File: src/sv/cco_pkg.sv
package cco_pkg;

   // Defaults for the top-level parameters.
   localparam int MAX_POINTS_DEF = 64;
   localparam int COORD_FRAC_BITS_DEF = 8;
   localparam int CORDIC_ITERS_DEF = 16;

   // Fixed field widths and structure sizes.
   localparam int TAB_LEN = 24;
   localparam int QUEUE_DEPTH = 2;
   localparam int COORD_W = 24;
   localparam int RAD_W = 23;
   localparam int CNT_W = 7;
   localparam int CAP_W = 6;
   localparam int ANG_W = 32;

   typedef struct packed {
      logic                      req_type;
      logic signed [COORD_W-1:0] center1_x;
      logic signed [COORD_W-1:0] center1_y;
      logic signed [COORD_W-1:0] center2_x;
      logic signed [COORD_W-1:0] center2_y;
      logic        [RAD_W-1:0]   radius;
      logic        [CNT_W-1:0]   segments;
   } cco_req_type;

   typedef struct packed {
      logic signed [COORD_W-1:0] from_x;
      logic signed [COORD_W-1:0] from_y;
      logic signed [COORD_W-1:0] to_x;
      logic signed [COORD_W-1:0] to_y;
      logic                      last;
   } cco_rsp_type;

   // One classified shape, handed from the front end to the point generator.
   typedef struct packed {
      logic                      circle;
      logic        [CNT_W-1:0]   count;
      logic        [CAP_W-1:0]   cap;
      logic        [ANG_W-1:0]   axis;
      logic signed [COORD_W-1:0] c1x;
      logic signed [COORD_W-1:0] c1y;
      logic signed [COORD_W-1:0] c2x;
      logic signed [COORD_W-1:0] c2y;
      logic        [RAD_W-1:0]   radius;
   } cco_job_type;

   typedef enum logic [1:0] {
      F_IDLE,
      F_VEC,
      F_PUSH
   } cco_front_state_type;

   typedef enum logic [2:0] {
      B_IDLE,
      B_SETUP,
      B_DIV,
      B_RINIT,
      B_ROT,
      B_MUL,
      B_SUM,
      B_POINT
   } cco_back_state_type;

   // Arctangent of 2^-i as a binary angle, one full turn = 2^32.
   function automatic logic [ANG_W-1:0] atan_at(input logic [4:0] idx);
      logic [ANG_W-1:0] v;
      case (idx)
         5'd0:  v = 32'h20000000;
         5'd1:  v = 32'h12E4051E;
         5'd2:  v = 32'h09FB385B;
         5'd3:  v = 32'h051111D4;
         5'd4:  v = 32'h028B0D43;
         5'd5:  v = 32'h0145D7E1;
         5'd6:  v = 32'h00A2F61E;
         5'd7:  v = 32'h00517C55;
         5'd8:  v = 32'h0028BE53;
         5'd9:  v = 32'h00145F2F;
         5'd10: v = 32'h000A2F98;
         5'd11: v = 32'h000517CC;
         5'd12: v = 32'h00028BE6;
         5'd13: v = 32'h000145F3;
         5'd14: v = 32'h0000A2FA;
         5'd15: v = 32'h0000517D;
         5'd16: v = 32'h000028BE;
         5'd17: v = 32'h0000145F;
         5'd18: v = 32'h00000A30;
         5'd19: v = 32'h00000518;
         5'd20: v = 32'h0000028C;
         5'd21: v = 32'h00000146;
         5'd22: v = 32'h000000A3;
         5'd23: v = 32'h00000051;
         default: v = '0;
      endcase
      return v;
   endfunction

   // Inverse CORDIC gain in Q30, evaluated at elaboration time only.
   function automatic logic [63:0] inv_gain_q30(input int iters);
      logic [63:0] p;
      logic [63:0] t;
      logic [63:0] v;
      logic [63:0] r;
      logic [63:0] b;
      logic [63:0] numer;
      logic [63:0] q;
      logic [63:0] rem;
      p = 64'd1 << 30;
      for (int i = 0; i < iters; i++) begin
         t = (2 * i <= 30) ? (64'd1 << (30 - 2 * i)) : 64'd0;
         p = (p * ((64'd1 << 30) + t) + (64'd1 << 29)) >> 30;
      end
      // Integer square root of p * 2^30.
      v = p << 30;
      r = '0;
      b = 64'd1 << 62;
      for (int j = 0; j < 32; j++) begin
         if (b > v) b = b >> 2;
      end
      for (int j = 0; j < 32; j++) begin
         if (b != 0) begin
            if (v >= r + b) begin
               v = v - (r + b);
               r = (r >> 1) + b;
            end else begin
               r = r >> 1;
            end
            b = b >> 2;
         end
      end
      // Rounded 2^60 / root by restoring long division.
      numer = (64'd1 << 60) + (r >> 1);
      q = '0;
      rem = '0;
      for (int j = 63; j >= 0; j--) begin
         rem = {rem[62:0], numer[j]};
         if (rem >= r) begin
            rem = rem - r;
            q[j] = 1'b1;
         end
      end
      return q;
   endfunction

endpackage

File: src/sv/cco_queue.sv
module cco_queue #(
   parameter type T = logic,
   parameter int DEPTH = cco_pkg::QUEUE_DEPTH
) (
   input  logic clock,
   input  logic reset,
   input  logic push,
   input  T     push_data,
   output logic full,
   input  logic pop,
   output T     pop_data,
   output logic empty
);

   localparam int PW = (DEPTH > 1) ? $clog2(DEPTH) : 1;
   localparam int CW = $clog2(DEPTH + 1);

   T              mem_ff [DEPTH];
   logic [PW-1:0] wr_ptr_ff;
   logic [PW-1:0] rd_ptr_ff;
   logic [CW-1:0] count_ff;
   logic          do_push;
   logic          do_pop;

   assign full = (count_ff == CW'(DEPTH));
   assign empty = (count_ff == '0);
   assign do_push = push && !full;
   assign do_pop = pop && !empty;
   assign pop_data = mem_ff[rd_ptr_ff];

   // Pointer and fill bookkeeping.
   always_ff @(posedge clock) begin
      if (reset) begin
         wr_ptr_ff <= '0;
         rd_ptr_ff <= '0;
         count_ff <= '0;
      end else begin
         if (do_push) begin
            wr_ptr_ff <= (wr_ptr_ff == PW'(DEPTH - 1)) ? '0 : wr_ptr_ff + 1'b1;
         end
         if (do_pop) begin
            rd_ptr_ff <= (rd_ptr_ff == PW'(DEPTH - 1)) ? '0 : rd_ptr_ff + 1'b1;
         end
         if (do_push && !do_pop) begin
            count_ff <= count_ff + 1'b1;
         end else if (do_pop && !do_push) begin
            count_ff <= count_ff - 1'b1;
         end
      end
   end

   // Entry storage.
   always_ff @(posedge clock) begin
      if (do_push) begin
         mem_ff[wr_ptr_ff] <= push_data;
      end
   end

endmodule

File: config.mk
export PLATFORM = sky130hd
export DESIGN_NAME = cco_queue
export DESIGN_NICKNAME = d
export VERILOG_FILES = /design/src/sv/cco_pkg.sv /design/src/sv/cco_queue.sv
export SDC_FILE = /design/constraint.sdc
export NUM_CORES = 1
export LEC_CHECK = 0
export BUFFER_PORTS_ARGS = -buffer_cell sky130_fd_sc_hd__buf_4
export CAP_MARGIN = 20
export CORE_AREA = 5 5 42 44
export DETAILED_ROUTE_END_ITERATION = 12
export DIE_AREA = 0 0 47 49
export GPL_TIMING_DRIVEN = 0
export MAX_ROUTING_LAYER = met4
export PLACE_DENSITY_LB_ADDON = 0.25
export SLEW_MARGIN = 20
export SYNTH_ARGS = -nofsm -noshare
export SYNTH_HDL_FRONTEND = slang
export SYNTH_SLANG_ARGS = --single-unit
File: constraint.sdc
create_clock -name clock -period 1.8 [get_ports clock]
set_clock_uncertainty 0.2 [all_clocks]
set_input_delay 0.36 -clock clock [delete_from_list [all_inputs] [get_ports clock]]
set_output_delay 0.36 -clock clock [all_outputs]
set_load 0.005 [all_outputs]
==> impl_metrics.json, run 1 <==
{
  "final_common_cell": "buf_4",
  "fill_cells": 163,
  "n_antenna_cell": 0,
  "grt_pass1_vias": 247,
  "drc": 0,
  "min_path_cells": 2,
  "portBuffers": 7,
  "cts.sinks": 7,
  "layout-drive-gt1-share_pct": 35.9,
  "arrival_ns": 1.62,
  "synth_compound_area_share_pct": 8.66,
  "fin_setup_tns_ns": 0,
  "antenna_found_initial": 0,
  "hold_ws_ns": 0.0984,
  "r2r_cells": 5,
  "synth-xor-area-share_pct": 9.09,
  "finalSetupViolations": 0,
  "worstHoldStart": "reset",
  "power_leakage_nw": 0.174,
  "r2r-start": "count_ff[1]",
  "crit_chain": "nor2b_4 -> nor2_1 -> ha_1 -> or3_1 -> a21oi_1",
  "initial_utilization_pct": 20.6,
  "synth_mux_area_share_pct": 3.90,
  "syn-num-nets": 34,
  "ys_types": 12,
  "grt_pass1_wl_um": 903,
  "cts_tree": "yes",
  "yosys_register_bits": 7,
  "drv_cap": 0,
  "row_count": 14,
  "synthToLayoutAreaGrowth_pct": 36.8,
  "core_um2": 1400,
  "yosys_warnings": 0,
  "r2r_setup_slack_ns": 0.15,
  "hold_end": "count_ff[1]",
  "ant_nets": 0,
  "grt_usage_pct": 5.88,
  "place_congestion": 0.654,
  "power_per_cell_area_nw_per_um2": 1560,
  "hold_class": "primary input to flip-flop",
  "critical_path_class": "flip-flop to flip-flop",
  "dieArea_um2": 2300,
  "dr.pass1.iters": 1,
  "num-nets-final": 46,
  "crit_buf_inv": 0,
  "crit_path_top_delay_cell": "dfxtp_2",
  "timing.slew.headroom_pct": 86.2,
  "worst_path_largest_cell_delay_ns": 0.35,
  "final_hold_viol_count": 0,
  "wl_per_cell_um": 9.31,
  "cts_max_path_buffers": 2,
  "clockRootBuffer": "clkbuf_4",
  "slew_violations": 0,
  "grt.overflow.total": 0,
  "grt_max_degree": 6,
  "max_freq_mhz": 607,
  "reg2reg_to": "count_ff[1]",
  "hold_buffers": 0,
  "synthAdderAreaFrac_pct": 4.33,
  "ir_drop_mv": 0.594,
  "hpwl_um": 400,
  "via_per_inst": 4.11,
  "dr.first_iter.drc_count": 0,
  "worst_pin_slew_ns": 0.205,
  "syn-instance-count": 28,
  "vias": 226,
  "dieHeight_um": 49,
  "period_minus_slack_ns": 1.65,
  "end_kind": "flip-flop",
  "clkTransAtPathRegs_ns": 0.05,
  "clock_latency_ns": 0.25,
  "cts_buffers": 3,
  "start_kind": "flip-flop",
  "rsz0062_at_grt": "false",
  "syn_area_per_cell_um2": 10.3,
  "fin_crit_sh_pct": 91.6,
  "io_pins": 8,
  "die_width_um": 47,
  "yosysSeqAreaShare_pct": 55.4,
  "critPathTopFamily": "simple AND/OR/NAND/NOR gates",
  "yosys.area_share.simple_pct": 16.0,
  "htreeDepth": 1,
  "wirelength_um": 512,
  "critPathMaxFanout": 5,
  "syn_area_um2": 289,
  "synth_top_family_by_area": "simple AND/OR/NAND/NOR gates",
  "cp.required_ns": 1.77,
  "outcome": "complete, no violations",
  "mostFrequentLayoutCells": "buf_4, nor2_1, xor2_1, dfxtp_1, clkbuf_4"
}
## metrics by stage
stage,utilization [%],area (µm²),std cells,total power [W],setup slack [ns]
floorplan,-,289,28,0.000382,0.179
global placement,25.8,362,51,0.000455,0.0927
detailed placement,25.8,362,51,0.000467,0.0735
CTS,27.7,388,55,0.000615,0.0626
global route,28.2,395,55,0.000679,0.0248
finish,28.2,395,55,0.000618,0.152
## where the power goes
| group | total, W | leakage (nW) | internal (W) | switching [W] |
|---|---|---|---|---|
| Combinational | 0.000225 | 0.0985 | 0.000126 | 0.0000995 |
| Clock | 0.000137 | 0.0150 | 0.0000843 | 0.0000532 |
| Sequential | 0.000255 | 0.0606 | 0.000216 | 0.0000388 |
## how the worst max path moves through the flow
stage / slack, ns / depth (start not counted) / endpoint / start
2_1_floorplan: 0.18 / 5 / count_ff[1] / count_ff[1]
3_3_place_gp: 0.09 / 4 / count_ff[1] / count_ff[0]
3_5_place_dp: 0.07 / 4 / count_ff[1] / count_ff[0]
4_1_cts: 0.06 / 4 / count_ff[1] / count_ff[0]
5_1_grt: 0.02 / 5 / count_ff[1] / count_ff[1]
6_report: 0.15 / 5 / count_ff[1] / count_ff[1]
## logic make-up after synthesis
| group | after synthesis |
|---|---|
| AOI/OAI and AO/OA | 5 |
| xor gates and xnor gates | 3 |
| adders and majority gates | 1 |
| buffers and inverters | 2 |
| DFF | 7 |
| muxes | 1 |
| and+or+nand+nor | 9 |
## cell type report
| class | instances | area [µm²] | area share, % |
|---|---|---|---|
| tap | 16 | 20.0 | 5.06 |
| sequential | 7 | 163 | 41.1 |
| inverter | 2 | 7.51 | 1.90 |
| multi-input combinational | 19 | 126 | 32.0 |
| clock buffer | 4 | 26.3 | 6.65 |
| timing repair buffer | 7 | 52.6 | 13.3 |
## synthesized netlist by cell type (all sizes together)
cell,number,area [µm²]
a21oi,2,10.0
and2,1,6.26
dfxtp,5,100
edfxtp,2,60.1
ha,1,12.5
inv,2,7.51
mux2,1,11.3
nor2,5,18.8
nor2b,1,8.76
o21ai,3,15.0
or3,2,12.5
xor2,3,26.3
## routing by layer
metal	track usage, %	vias up	routed length (µm)
met5	-	-	0
met1	6.03	101	194
met4	4.15	0	8
met2	7.47	9	253
met3	4.43	2	55
li1	-	114	-
## what timing repair did
| action | 4_1_cts | 5_1_grt |
|---|---|---|
| hold endpoints to repair | 0 | 0 |
| setup buffers | 0 | 0 |
| gates resized for setup | 0 | 4 |
| setup endpoints to repair | 0 | 1 |
No activity file was read; power rests on OpenSTA's default activity.
==> run 2: changes to the inputs <==
==> constraint.sdc (replaced) <==
create_clock -name clock -period 2 [get_ports clock]
set_clock_uncertainty 0.2 [all_clocks]
set_input_delay 0.4 -clock clock [delete_from_list [all_inputs] [get_ports clock]]
set_output_delay 0.4 -clock clock [all_outputs]
set_load 0.005 [all_outputs]
==> run 2 against run 1 <==
Core utilization shrank 0.54 points; register-to-register slack gained 0.13 ns; sequential share of layout area grew 0.15 points; final area shrank 1.9%; setup slack gained 0.13 ns; via count is the same; critical path depth shrank 1; maximum frequency shrank 4.1%; highest routed layer unchanged.
==> impl_metrics.json, run 2 (synthesized netlist as in run 1, its figures left out) <==
{
  "hold_buffers": 0,
  "antenna_found_initial": 0,
  "critical_path_class": "flip-flop to flip-flop",
  "clkPwrFrac_pct": 22.9,
  "via_per_inst": 4.11,
  "dr.first_iter.drc_count": 0,
  "initial_utilization_pct": 20.6,
  "dieHeight_um": 49,
  "fin_setup_tns_ns": 0,
  "cts_max_path_buffers": 2,
  "cp.required_ns": 1.98,
  "core_um2": 1400,
  "vias": 226,
  "cts_resized": 0,
  "seq_power_share_pct": 40.8,
  "final_hold_viol_count": 0,
  "place_congestion": 0.654,
  "portBuffers": 7,
  "dr.pass1.iters": 1,
  "max_freq_mhz": 582,
  "period_minus_slack_ns": 1.72,
  "r2r-start": "count_ff[0]",
  "hold_class": "primary input to flip-flop",
  "post_cts_buffers": 0,
  "hpwl_um": 400,
  "timing.slew.headroom_pct": 79.5,
  "mostFrequentLayoutCells": "buf_4, nor2_1, dfxtp_1",
  "grt_pass1_wl_um": 903,
  "cts.sinks": 7,
  "ant_nets": 0,
  "reg2reg_to": "count_ff[1]",
  "end_kind": "flip-flop",
  "netSwitchingFraction_pct": 31.1,
  "clock_latency_ns": 0.25,
  "r2r_setup_slack_ns": 0.28,
  "grt_pass1_vias": 247,
  "clockRootBuffer": "clkbuf_4",
  "rsz0062_at_grt": "false",
  "r2r_cells": 4,
  "outcome": "complete, no violations",
  "layout-drive-gt1-share_pct": 30.8,
  "finalSetupViolations": 0,
  "drc": 0,
  "switchingPower_w": 0.000168,
  "cts_buffers": 3,
  "wl_per_cell_um": 9.22,
  "grt_usage_pct": 5.88,
  "dieArea_um2": 2300,
  "min_path_cells": 1,
  "critPathMaxFanout": 5,
  "ir_drop_mv": 0.550,
  "place_inst": 51,
  "htreeDepth": 1,
  "die_width_um": 47,
  "start_kind": "flip-flop",
  "synthToLayoutAreaGrowth_pct": 34.2,
  "io_pins": 8,
  "worst_pin_slew_ns": 0.304,
  "hold_end": "mem_ff[1]",
  "arrival_ns": 1.70,
  "wirelength_um": 507,
  "grt_max_degree": 6,
  "drv_cap": 0,
  "final_cells": 55,
  "setup.worst_path.start": "count_ff[0]",
  "worstHoldStart": "push_data",
  "n_antenna_cell": 0,
  "internal-power_w": 0.000372,
  "final_common_cell": "buf_4",
  "grt.overflow.total": 0,
  "row_count": 14,
  "clkTransAtPathRegs_ns": 0.05,
  "num-nets-final": 46,
  "cts_tree": "yes",
  "power_per_cell_area_nw_per_um2": 1390,
  "power_leakage_nw": 0.172,
  "slew_violations": 0,
  "combPwrFrac_pct": 36.3,
  "fin_crit_sh_pct": 85.9
}
[run 2: cell counts in the layout (fill, tap and decap cells not counted)]
Identical to the previous run, type by type.
[run 2: per-layer routing]
layer | routed length, µm | track usage (%) | share of wire (%) | vias to the layer above
li1 | - | - | - | 115
met1 | 190 | 6.03 | 37 | 100
met2 | 252 | 7.47 | 50 | 9
met3 | 55 | 4.43 | 11 | 2
met4 | 8 | 4.15 | 1.6 | 0
met5 | 0 | - | 0 | -
[run 2: area by class of cell]
class	instances	area [µm²]
fill	162	1010
inverter	2	7.51
clock buffer	4	26.3
timing repair buffer	7	52.6
sequential	7	160
multi-input combinational	19	121
tap	16	20.0
[run 2: through the flow]
step | instance area, µm² | power (W) | utilization [%] | hold WS, ns | setup WS [ns]
after floorplan | 289 | 0.000343 | - | 0.252 | 0.379
after global placement | 362 | 0.000410 | 25.8 | 0.267 | 0.293
after detailed placement | 362 | 0.000420 | 25.8 | 0.278 | 0.274
after CTS | 388 | 0.000554 | 27.7 | 0.133 | 0.263
after global routing | 388 | 0.000593 | 27.7 | 0.126 | 0.148
final | 388 | 0.000540 | 27.7 | 0.142 | 0.281
[run 2: worst max path at each step]
stage,cells after the start,slack [ns],to
6_report,4,0.28,count_ff[1]
5_1_grt,5,0.15,count_ff[1]
4_1_cts,4,0.26,count_ff[1]
3_5_place_dp,4,0.27,count_ff[1]
3_3_place_gp,4,0.29,count_ff[1]
2_1_floorplan,5,0.38,count_ff[1]
[run 2: critical path: stages, from the launching register on]
cell and delay, ns:
dfxtp_1 0.36, o21ai_0 0.29, ha_1 0.32, or3_1 0.35, a21oi_1 0.14
[run 2: power groups by stage]
stage / logic (W) / registers [W] / clock network, W
floorplan: 0.000127 / 0.000217 / 0
global placement: 0.000188 / 0.000222 / 0
detailed placement: 0.000197 / 0.000223 / 0
CTS: 0.000200 / 0.000221 / 0.000133
global route: 0.000225 / 0.000228 / 0.000141
finish: 0.000196 / 0.000220 / 0.000124
