$ cat src/sv/cco_pkg.sv
package cco_pkg;

   // Defaults for the top-level parameters.
   localparam int MAX_POINTS_DEF = 64;
   localparam int COORD_FRAC_BITS_DEF = 8;
   localparam int CORDIC_ITERS_DEF = 16;

   // Fixed field widths and structure sizes.
   localparam int TAB_LEN = 24;
   localparam int QUEUE_DEPTH = 2;
   localparam int COORD_W = 24;
   localparam int RAD_W = 23;
   localparam int CNT_W = 7;
   localparam int CAP_W = 6;
   localparam int ANG_W = 32;

   typedef struct packed {
      logic                      req_type;
      logic signed [COORD_W-1:0] center1_x;
      logic signed [COORD_W-1:0] center1_y;
      logic signed [COORD_W-1:0] center2_x;
      logic signed [COORD_W-1:0] center2_y;
      logic        [RAD_W-1:0]   radius;
      logic        [CNT_W-1:0]   segments;
   } cco_req_type;

   typedef struct packed {
      logic signed [COORD_W-1:0] from_x;
      logic signed [COORD_W-1:0] from_y;
      logic signed [COORD_W-1:0] to_x;
      logic signed [COORD_W-1:0] to_y;
      logic                      last;
   } cco_rsp_type;

   // One classified shape, handed from the front end to the point generator.
   typedef struct packed {
      logic                      circle;
      logic        [CNT_W-1:0]   count;
      logic        [CAP_W-1:0]   cap;
      logic        [ANG_W-1:0]   axis;
      logic signed [COORD_W-1:0] c1x;
      logic signed [COORD_W-1:0] c1y;
      logic signed [COORD_W-1:0] c2x;
      logic signed [COORD_W-1:0] c2y;
      logic        [RAD_W-1:0]   radius;
   } cco_job_type;

   typedef enum logic [1:0] {
      F_IDLE,
      F_VEC,
      F_PUSH
   } cco_front_state_type;

   typedef enum logic [2:0] {
      B_IDLE,
      B_SETUP,
      B_DIV,
      B_RINIT,
      B_ROT,
      B_MUL,
      B_SUM,
      B_POINT
   } cco_back_state_type;

   // Arctangent of 2^-i as a binary angle, one full turn = 2^32.
   function automatic logic [ANG_W-1:0] atan_at(input logic [4:0] idx);
      logic [ANG_W-1:0] v;
      case (idx)
         5'd0:  v = 32'h20000000;
         5'd1:  v = 32'h12E4051E;
         5'd2:  v = 32'h09FB385B;
         5'd3:  v = 32'h051111D4;
         5'd4:  v = 32'h028B0D43;
         5'd5:  v = 32'h0145D7E1;
         5'd6:  v = 32'h00A2F61E;
         5'd7:  v = 32'h00517C55;
         5'd8:  v = 32'h0028BE53;
         5'd9:  v = 32'h00145F2F;
         5'd10: v = 32'h000A2F98;
         5'd11: v = 32'h000517CC;
         5'd12: v = 32'h00028BE6;
         5'd13: v = 32'h000145F3;
         5'd14: v = 32'h0000A2FA;
         5'd15: v = 32'h0000517D;
         5'd16: v = 32'h000028BE;
         5'd17: v = 32'h0000145F;
         5'd18: v = 32'h00000A30;
         5'd19: v = 32'h00000518;
         5'd20: v = 32'h0000028C;
         5'd21: v = 32'h00000146;
         5'd22: v = 32'h000000A3;
         5'd23: v = 32'h00000051;
         default: v = '0;
      endcase
      return v;
   endfunction

   // Inverse CORDIC gain in Q30, evaluated at elaboration time only.
   function automatic logic [63:0] inv_gain_q30(input int iters);
      logic [63:0] p;
      logic [63:0] t;
      logic [63:0] v;
      logic [63:0] r;
      logic [63:0] b;
      logic [63:0] numer;
      logic [63:0] q;
      logic [63:0] rem;
      p = 64'd1 << 30;
      for (int i = 0; i < iters; i++) begin
         t = (2 * i <= 30) ? (64'd1 << (30 - 2 * i)) : 64'd0;
         p = (p * ((64'd1 << 30) + t) + (64'd1 << 29)) >> 30;
      end
      // Integer square root of p * 2^30.
      v = p << 30;
      r = '0;
      b = 64'd1 << 62;
      for (int j = 0; j < 32; j++) begin
         if (b > v) b = b >> 2;
      end
      for (int j = 0; j < 32; j++) begin
         if (b != 0) begin
            if (v >= r + b) begin
               v = v - (r + b);
               r = (r >> 1) + b;
            end else begin
               r = r >> 1;
            end
            b = b >> 2;
         end
      end
      // Rounded 2^60 / root by restoring long division.
      numer = (64'd1 << 60) + (r >> 1);
      q = '0;
      rem = '0;
      for (int j = 63; j >= 0; j--) begin
         rem = {rem[62:0], numer[j]};
         if (rem >= r) begin
            rem = rem - r;
            q[j] = 1'b1;
         end
      end
      return q;
   endfunction

endpackage

$ cat src/sv/cco_front.sv
module cco_front #(
   parameter int MAX_POINTS = cco_pkg::MAX_POINTS_DEF,
   parameter int COORD_FRAC_BITS = cco_pkg::COORD_FRAC_BITS_DEF,
   parameter int CORDIC_ITERS = cco_pkg::CORDIC_ITERS_DEF
) (
   input  logic                 clock,
   input  logic                 reset,
   input  logic                 req_push,
   output logic                 req_full,
   input  cco_pkg::cco_req_type req_item,
   input  logic                 job_full,
   output logic                 job_push,
   output cco_pkg::cco_job_type job_item
);

   localparam int ITERS_EFF = (CORDIC_ITERS > cco_pkg::TAB_LEN) ? cco_pkg::TAB_LEN
                                                                 : CORDIC_ITERS;
   localparam logic [63:0] DEGEN_THR =
      ((64'd1 << (2 * COORD_FRAC_BITS)) + 64'd99999999) / 64'd100000000;
   localparam logic [cco_pkg::CNT_W-1:0] MAXP = cco_pkg::CNT_W'(MAX_POINTS);
   localparam logic [cco_pkg::CNT_W-1:0] MAXC = cco_pkg::CNT_W'(MAX_POINTS / 2);

   cco_pkg::cco_front_state_type state_ff;
   cco_pkg::cco_front_state_type state_in;
   cco_pkg::cco_job_type         job_ff;
   logic signed [47:0]           vx_ff;
   logic signed [47:0]           vy_ff;
   logic signed [33:0]           vz_ff;
   logic [cco_pkg::ANG_W-1:0]    base_ff;
   logic [4:0]                   it_ff;

   logic                          accept;
   logic signed [25:0]            dx;
   logic signed [25:0]            dy;
   logic signed [25:0]            dxn;
   logic signed [25:0]            dyn;
   logic [25:0]                   ax;
   logic [25:0]                   ay;
   logic [6:0]                    d2;
   logic                          degen;
   logic                          emits;
   logic                          is_circle;
   logic [cco_pkg::CNT_W-1:0]     cap;
   logic [cco_pkg::CNT_W-1:0]     count;
   logic                          last_iter;

   assign accept = (state_ff == cco_pkg::F_IDLE) && req_push;

   // Request classification: point counts and coinciding centres.
   always_comb begin
      dx = 26'(req_item.center2_x) - 26'(req_item.center1_x);
      dy = 26'(req_item.center2_y) - 26'(req_item.center1_y);
      ax = dx[25] ? 26'(-dx) : 26'(dx);
      ay = dy[25] ? 26'(-dy) : 26'(dy);
      d2 = 7'({4'b0, ax[2:0]} * {4'b0, ax[2:0]}) + 7'({4'b0, ay[2:0]} * {4'b0, ay[2:0]});
      degen = (ax < 26'd8) && (ay < 26'd8) && ({57'b0, d2} < DEGEN_THR);
      cap = (req_item.segments > MAXC) ? MAXC : req_item.segments;
      if (req_item.req_type) begin
         emits = (req_item.segments >= 7'd2);
         count = {cap[cco_pkg::CNT_W-2:0], 1'b0};
      end else begin
         emits = (req_item.segments >= 7'd3);
         count = (req_item.segments > MAXP) ? MAXP : req_item.segments;
      end
      is_circle = !req_item.req_type || degen;
      dxn = dx[25] ? -dx : dx;
      dyn = dx[25] ? -dy : dy;
   end

   assign last_iter = (it_ff == 5'(ITERS_EFF - 1));

   // Next state.
   always_comb begin
      state_in = state_ff;
      case (state_ff)
         cco_pkg::F_IDLE: begin
            if (req_push && emits) begin
               state_in = is_circle ? cco_pkg::F_PUSH : cco_pkg::F_VEC;
            end
         end
         cco_pkg::F_VEC: begin
            if (last_iter) state_in = cco_pkg::F_PUSH;
         end
         cco_pkg::F_PUSH: begin
            if (!job_full) state_in = cco_pkg::F_IDLE;
         end
         default: state_in = cco_pkg::F_IDLE;
      endcase
   end

   // Outputs.
   always_comb begin
      req_full = (state_ff != cco_pkg::F_IDLE);
      job_push = (state_ff == cco_pkg::F_PUSH) && !job_full;
      job_item = job_ff;
      job_item.axis = job_ff.circle ? '0 : base_ff + vz_ff[31:0];
   end

   always_ff @(posedge clock) begin
      if (reset) begin
         state_ff <= cco_pkg::F_IDLE;
      end else begin
         state_ff <= state_in;
      end
   end

   // Capture the request and run the vectoring CORDIC for the capsule axis.
   always_ff @(posedge clock) begin
      if (accept) begin
         job_ff.circle <= is_circle;
         job_ff.count <= count;
         job_ff.cap <= cap[cco_pkg::CAP_W-1:0];
         job_ff.axis <= '0;
         job_ff.c1x <= req_item.center1_x;
         job_ff.c1y <= req_item.center1_y;
         job_ff.c2x <= req_item.center2_x;
         job_ff.c2y <= req_item.center2_y;
         job_ff.radius <= req_item.radius;
         vx_ff <= 48'(dxn) <<< 20;
         vy_ff <= 48'(dyn) <<< 20;
         vz_ff <= '0;
         base_ff <= dx[25] ? 32'h80000000 : 32'h0;
         it_ff <= '0;
      end else if (state_ff == cco_pkg::F_VEC) begin
         if (vy_ff > 0) begin
            vx_ff <= vx_ff + (vy_ff >>> it_ff);
            vy_ff <= vy_ff - (vx_ff >>> it_ff);
            vz_ff <= vz_ff + $signed({2'b0, cco_pkg::atan_at(it_ff)});
         end else begin
            vx_ff <= vx_ff - (vy_ff >>> it_ff);
            vy_ff <= vy_ff + (vx_ff >>> it_ff);
            vz_ff <= vz_ff - $signed({2'b0, cco_pkg::atan_at(it_ff)});
         end
         it_ff <= it_ff + 1'b1;
      end
   end

endmodule

$ cat config.mk
export PLATFORM = sky130hd
export DESIGN_NAME = cco_front
export DESIGN_NICKNAME = d
export VERILOG_FILES = /design/src/sv/cco_pkg.sv /design/src/sv/cco_front.sv
export SDC_FILE = /design/constraint.sdc
export NUM_CORES = 1
export LEC_CHECK = 0
export BUFFER_PORTS_ARGS = -buffer_cell sky130_fd_sc_hd__buf_2
export CAP_MARGIN = 0
export CORE_MARGIN = 2
export CORE_UTILIZATION = 50
export CTS_CLUSTER_SIZE = 24
export DETAILED_ROUTE_END_ITERATION = 6
export PLACE_DENSITY = 0.72
export SLEW_MARGIN = 20
export SYNTH_ARGS = -nofsm -noshare
export SYNTH_HDL_FRONTEND = slang
export SYNTH_SLANG_ARGS = --single-unit
$ cat constraint.sdc
create_clock -name clock -period 6.8 [get_ports clock]
set_input_delay 0.68 -clock clock [delete_from_list [all_inputs] [get_ports clock]]
set_output_delay 0.68 -clock clock [all_outputs]
set_load 0.05 [all_outputs]
==> out/results.ini, run 1 <==
[outcome]
outcome = complete, but fails checks
failed_checks = DRC

[worst_setup_path]
max_stage_delay_ps = 570
start_kind = register
required_ps = 7130
cp.arrival_ps = 6850
critPathKind = register to register
cp-end-kind = register
path_cells = buf_12 -> buf_4 -> clkbuf_16 -> mux4_2 -> mux4_2 -> o31ai_1 -> nor4b_4 -> nor2b_1 -> nand2_1 -> nor2_2 -> a21oi_1 -> xnor2_1 -> ha_1 -> nand3_1 -> o21ai_0 -> a21oi_1 -> o21ai_0 -> a221o_1 -> a31o_2 -> a2111oi_2 -> buf_4 -> o31ai_1 -> xor2_1 -> a22o_1
slowest_stage = mux4_2
path_max_fanout = 18

[timing]
finalSetupViolCount = 0
period_needed_ps = 6520
slew_headroom = 0.359
min_period_over_period = 0.958
slew_violations = 0
worst_pin_slew_ps = 962
hold_viol = 0
fmax_mhz = 153
clock-skew-final_ps = 22.6
tns_ps = 0

[global_routing]
grt_max_degree = 90
antenna_found_initial = 0
overflow = 0
grt.total_usage = 0.284
grt_pass1_wl_mm = 143
grt_pass1_vias = 26309

[drt]
ant_nets = 0
vias = 28300
viasPerCell = 6.31
drc_errors = 1
firstDrtPassIters = 7
routedWlPerCell_um = 20.4
drt_first_iter_violations = 3233
routed_wl_mm = 91.6

[cts]
cts_root_buf = clkbuf_16
cts_tree = built
cts.reportedPaths.clkPinSlew_ps = 60
cts-htree-levels = 2
cts.sinks = 299
cts_buffers = 38
clk-insertion-delay-late_ps = 570
clockBufferDepth = 3

[die]
fp.dieH_um = 249
dieArea_um2 = 61800
pin_count = 298
dieWidth_um = 249
core_area_um2 = 59100
num_rows = 89
start_util = 0.506

[yosys]
synth-edff-count = 190
ys_seq_elements = 299
synth_top_cell_by_area = edfxtp_1
ys.flop_type = edfxtp_1
syn_nets = 3680
netlist_top_cells_area = edfxtp_1 19%, mux4_2 11%, ha_1 8.2%
seq_area_frac_synth = 0.264
synthArstFlopShare = 0
synth_top_cell_area_share = 0.191
yosysUniqueCellTypes = 102
syn_inst = 3345
synth_most_common_cell = nand2_1
netlist_area_um2 = 29900
yosysWarnings = 0
synthTopCellsByCount = 285 x nand2_1, 259 x o21ai_0, 236 x a21oi_1
syn_area_per_cell_um2 = 8.94

[layout]
drive_gt1_frac = 0.212
fillerInstances = 5324
syn2layout_area_growth_pct = 15.3
antenna_cells = 0
final_nets = 4018

[job]
maxCapViolations = 0

[placement]
dpl.hpwl_mm = 69.9
io_buffers = 297
routabilityCongestion = 1.01

[hold_path]
min_path_type = primary input to register

==> worst max-delay path: cells and delay by family (launching register included) <==
kind            cells  cell delay [ps]
compound gates     10             2300
buf+inv             4              740
flops               1              460
mux                 2             1130
xor+xnor            2              370
simple gates        5              970
fa+ha+maj           1              320
==> metal layers <==
metal  global-route usage  vias to the layer above  routed length, µm
li1                     -                    13285                  -
met1                0.381                    13405              38000
met2                0.462                     1400              42100
met3               0.0547                      210               8430
met4               0.0899                        0               3100
met5                    0                        -                  0
==> cell families after synthesis <==
family	count (synthesis)	share of synthesized area
simple gates	991	0.164
xor+xnor	306	0.0898
compound gates	990	0.210
buf+inv	317	0.0422
flops	299	0.264
mux	238	0.144
fa+ha+maj	204	0.0871
==> through the flow <==
step                      instance area [µm²]   util  cells  setup WS, ps  hold WS (ps)
after floorplan                         29900      -   3345           425           444
after global placement                  32900  0.557   4406         -65.6           457
after detailed placement                32900  0.557   4406          -184           465
after CTS                               34200  0.579   4474          50.2           254
after global routing                    34500  0.584   4484         -14.0           258
final                                   34500  0.584   4484           285           276
==> final timing paths <==
| check | start | to | slack [ps] | depth (start not counted) |
|---|---|---|---|---|
| hold reg to reg | vz_ff[0] | vz_ff[0] | 470 | 2 |
| setup reg to reg | it_ff[0] | vx_ff[43] | 280 | 24 |
| hold / removal | req_item[9] | job_item[2] | 280 | 1 |
| setup / recovery | it_ff[0] | vx_ff[43] | 280 | 24 |
==> layout make-up <==
type / count / area, µm² / share of cell area
well taps: 773 / 967 / 0.0280
multi-input cells: 2729 / 20900 / 0.607
flip-flops and latches: 299 / 7900 / 0.229
clock buffers: 49 / 1010 / 0.0294
clock inverters: 19 / 280 / 0.00812
inverters: 156 / 591 / 0.0171
repair buffers: 459 / 2830 / 0.0819
==> placed cells by master (no fill, tap or decap), types with 17 or more instances in the layout <==
cell type	Yosys	final
a211oi_1	24	23
o21ai_1	23	26
o21a_1	37	37
mux4_2	150	150
nor4_1	29	29
or3_1	27	26
edfxtp_1	190	190
a31oi_1	44	43
nor3_1	77	72
nand2b_1	37	36
o21bai_1	22	22
a21o_1	90	90
mux2_2	32	32
mux2i_1	53	50
xor2_1	146	146
o31ai_1	31	30
ha_1	197	197
buf_4	5	153
nand4_1	24	24
nand2_1	285	284
o21ai_0	259	256
inv_1	151	148
nand3_1	93	93
xnor2_1	159	159
buf_2	24	297
nor2b_1	52	51
and2_1	28	28
nor2_1	225	220
clkbuf_16	0	41
o211ai_1	23	23
o22ai_1	50	50
and3_1	34	34
or2_2	17	17
dfxtp_1	109	105
a21oi_1	236	234
==> what timing repair did <==
item | in CTS | in global routing
hold buffers | 0 | 0
gates resized for setup | 0 | 34
buffers inserted | 0 | 7
endpoints found under the setup margin | 0 | 24
Power of run 1 is left out: the tool's default activity adds up to more than one toggle a clock period on the data nets, which glitch-free logic cannot reach.
==> run 2: changes to the inputs <==
--- a/config.mk
+++ b/config.mk
@@ -7,11 +7,11 @@
 export LEC_CHECK = 0
 export BUFFER_PORTS_ARGS = -buffer_cell sky130_fd_sc_hd__buf_2
 export CAP_MARGIN = 0
-export CORE_MARGIN = 2
+export CORE_ASPECT_RATIO = 1.5
 export CORE_UTILIZATION = 50
 export CTS_CLUSTER_SIZE = 24
 export DETAILED_ROUTE_END_ITERATION = 6
-export PLACE_DENSITY = 0.72
+export PLACE_DENSITY = 0.69
 export SLEW_MARGIN = 20
 export SYNTH_ARGS = -nofsm -noshare
 export SYNTH_HDL_FRONTEND = slang
==> constraint.sdc (replaced) <==
create_clock -name clock -period 8.2 [get_ports clock]
set_input_delay 0.82 -clock clock [delete_from_list [all_inputs] [get_ports clock]]
set_output_delay 0.82 -clock clock [all_outputs]
set_load 0.05 [all_outputs]
==> out/results.ini, run 2 (synthesis results as in run 1) <==
[outcome]
outcome = completed  ; was complete, but fails checks

[cts]
clockBufferDepth = 3  ; unchanged
cts_root_buf = clkbuf_16  ; unchanged
cts.reportedPaths.clkPinSlew_ps = 60  ; about the same
cts.sinks = 299  ; unchanged
clk-insertion-delay-late_ps = 590  ; was 570 ps
cts_buffers = 36  ; was 38
cts_tree = built  ; unchanged
postCtsResizedCells = 0  ; unchanged
post_cts_buffers = 0  ; unchanged
hold_buffers = 0  ; unchanged
cts-htree-levels = 2  ; unchanged

[layout]
final_util = 0.563  ; was 0.584
fillerInstances = 5473  ; was 5324
drive_gt1_frac = 0.179  ; was 0.212
final_nets = 3891  ; was 4018
final_cell_mix = 297 x buf_2, 284 x nand2_1, 259 x o21ai_0  ; was 297 x buf_2, 284 x nand2_1, 256 x o21ai_0
syn2layout_area_growth_pct = 11.2  ; was 15.3%
antenna_cells = 0  ; unchanged
seq_area_um2 = 7900  ; unchanged
multi_input_area_um2 = 20800  ; was 20900 µm²
final_common_cell = buf_2  ; unchanged

[die]
pin_count = 298  ; unchanged
core_area_um2 = 59100  ; about the same
start_util = 0.507  ; was 0.506
num_rows = 109  ; was 89
fp.dieH_um = 302  ; was 249 µm
dieWidth_um = 202  ; was 249 µm
dieArea_um2 = 60800  ; was 61800 µm²

[hold_path]
hold-path-cell-count = 1  ; unchanged
min_path_type = primary input to register  ; unchanged
hp-start = req_item[7]  ; was req_item[9]
hold_path_end = job_item[0]  ; was job_item[2]

[worst_setup_path]
start_kind = register  ; unchanged
path_common_cell = o21ai_0
critPathKind = register to register  ; unchanged
reg2reg_depth = 24  ; unchanged
max_stage_delay_ps = 620  ; was 570 ps
required_ps = 8500  ; was 7130 ps
cp.arrival_ps = 7590  ; was 6850 ps
cp-end-kind = register  ; unchanged
r2r-start = it_ff[1]  ; was it_ff[0]
rr_endpoint = vy_ff[45]  ; was vx_ff[43]
cp_top_family = compound AO/OA/AOI/OAI gates  ; unchanged
path_max_fanout = 26  ; was 18
worst-path-buf-inv = 1  ; was 4
slowest_stage = dfxtp_4  ; was mux4_2
reg2reg_slack_ps = 910  ; was 280 ps
path_cells = buf_4 -> mux4_2 -> mux4_2 -> a21boi_0 -> ha_1 -> o21ai_0 -> o21bai_1 -> or2_1 -> nor2_1 -> a21oi_1 -> xor2_1 -> ha_1 -> nand4_1 -> a2111o_1 -> o2bb2ai_1 -> o21ai_0 -> a2111oi_0 -> nand3b_1 -> a221o_1 -> nand3_1 -> o22ai_1 -> o31a_1 -> xnor2_1 -> o21ai_0  ; was buf_12 -> buf_4 -> clkbuf_16 -> mux4_2 -> mux4_2 -> o31ai_1 -> nor4b_4 -> nor2b_1 -> nand2_1 -> nor2_2 -> a21oi_1 -> xnor2_1 -> ha_1 -> nand3_1 -> o21ai_0 -> a21oi_1 -> o21ai_0 -> a221o_1 -> a31o_2 -> a2111oi_2 -> buf_4 -> o31ai_1 -> xor2_1 -> a22o_1

[drt]
viasPerCell = 6.27  ; was 6.31
vias = 27345  ; was 28300
ant_nets = 0  ; unchanged
drc_errors = 0  ; was 1
firstDrtPassIters = 6  ; was 7
drt_first_iter_violations = 1807  ; was 3233
routed_wl_mm = 90.2  ; was 91.6 mm
routedWlPerCell_um = 20.7  ; was 20.4 µm

[placement]
dpl.hpwl_mm = 69.2  ; was 69.9 mm
io_buffers = 297  ; unchanged
routabilityCongestion = 0.988  ; was 1.01

[timing]
clock-skew-final_ps = 27.3  ; was 22.6 ps
fmax_mhz = 137  ; was 153 MHz
tns_ps = 0  ; unchanged
finalSetupViolCount = 0  ; unchanged
rsz0062_at_grt = false
min_period_over_period = 0.889  ; was 0.958
hold_viol = 0  ; unchanged
slew_violations = 0  ; unchanged
period_needed_ps = 7290  ; was 6520 ps
worst_pin_slew_ps = 917  ; was 962 ps
slew_headroom = 0.383  ; was 0.359

[global_routing]
grt.total_usage = 0.289  ; was 0.284
antenna_found_initial = 0  ; unchanged
grt_pass1_wl_mm = 140  ; was 143 mm
overflow = 0  ; unchanged
grt_pass1_vias = 26221  ; was 26309
grt_max_degree = 84  ; was 90

[job]
maxCapViolations = 0  ; unchanged

## run 2: metrics by stage
stage                     hold WS, ps  cells  setup WS [ps]  instance area, µm²
after floorplan                   444   3345           1790               29900
after global placement            456   4295            804               32100
after detailed placement          470   4295            661               32100
after CTS                         387   4360            968               33300
after global routing              390   4360            348               33300
final                             413   4360            911               33300
## run 2: per-layer routing
layer | global-route usage | routed length, µm
met1 | 0.304 | 32300
met3 | 0.0481 | 5610
met2 | 0.529 | 46000
met4 | 0.191 | 6330
met5 | 0 | 0
## run 2: worst max-delay path by stage
stage / startpoint / end / cells past startpoint
2_1_floorplan: req_item[30] / state_ff[0] / 28
3_3_place_gp: req_item[30] / state_ff[0] / 28
3_5_place_dp: req_item[30] / state_ff[0] / 27
4_1_cts: it_ff[1] / vy_ff[45] / 24
5_1_grt: it_ff[1] / vy_ff[45] / 24
6_report: it_ff[1] / vy_ff[45] / 24
## run 2: area by class of cell
cell class	count	area share
clock buffers	44	0.0302
clock inverters	21	0.00613
inverters	156	0.0178
multi-input cells	2729	0.625
flip-flops and latches	299	0.237
well taps	777	0.0292
repair buffers	334	0.0542
Power of run 2 is left out for the same reason.
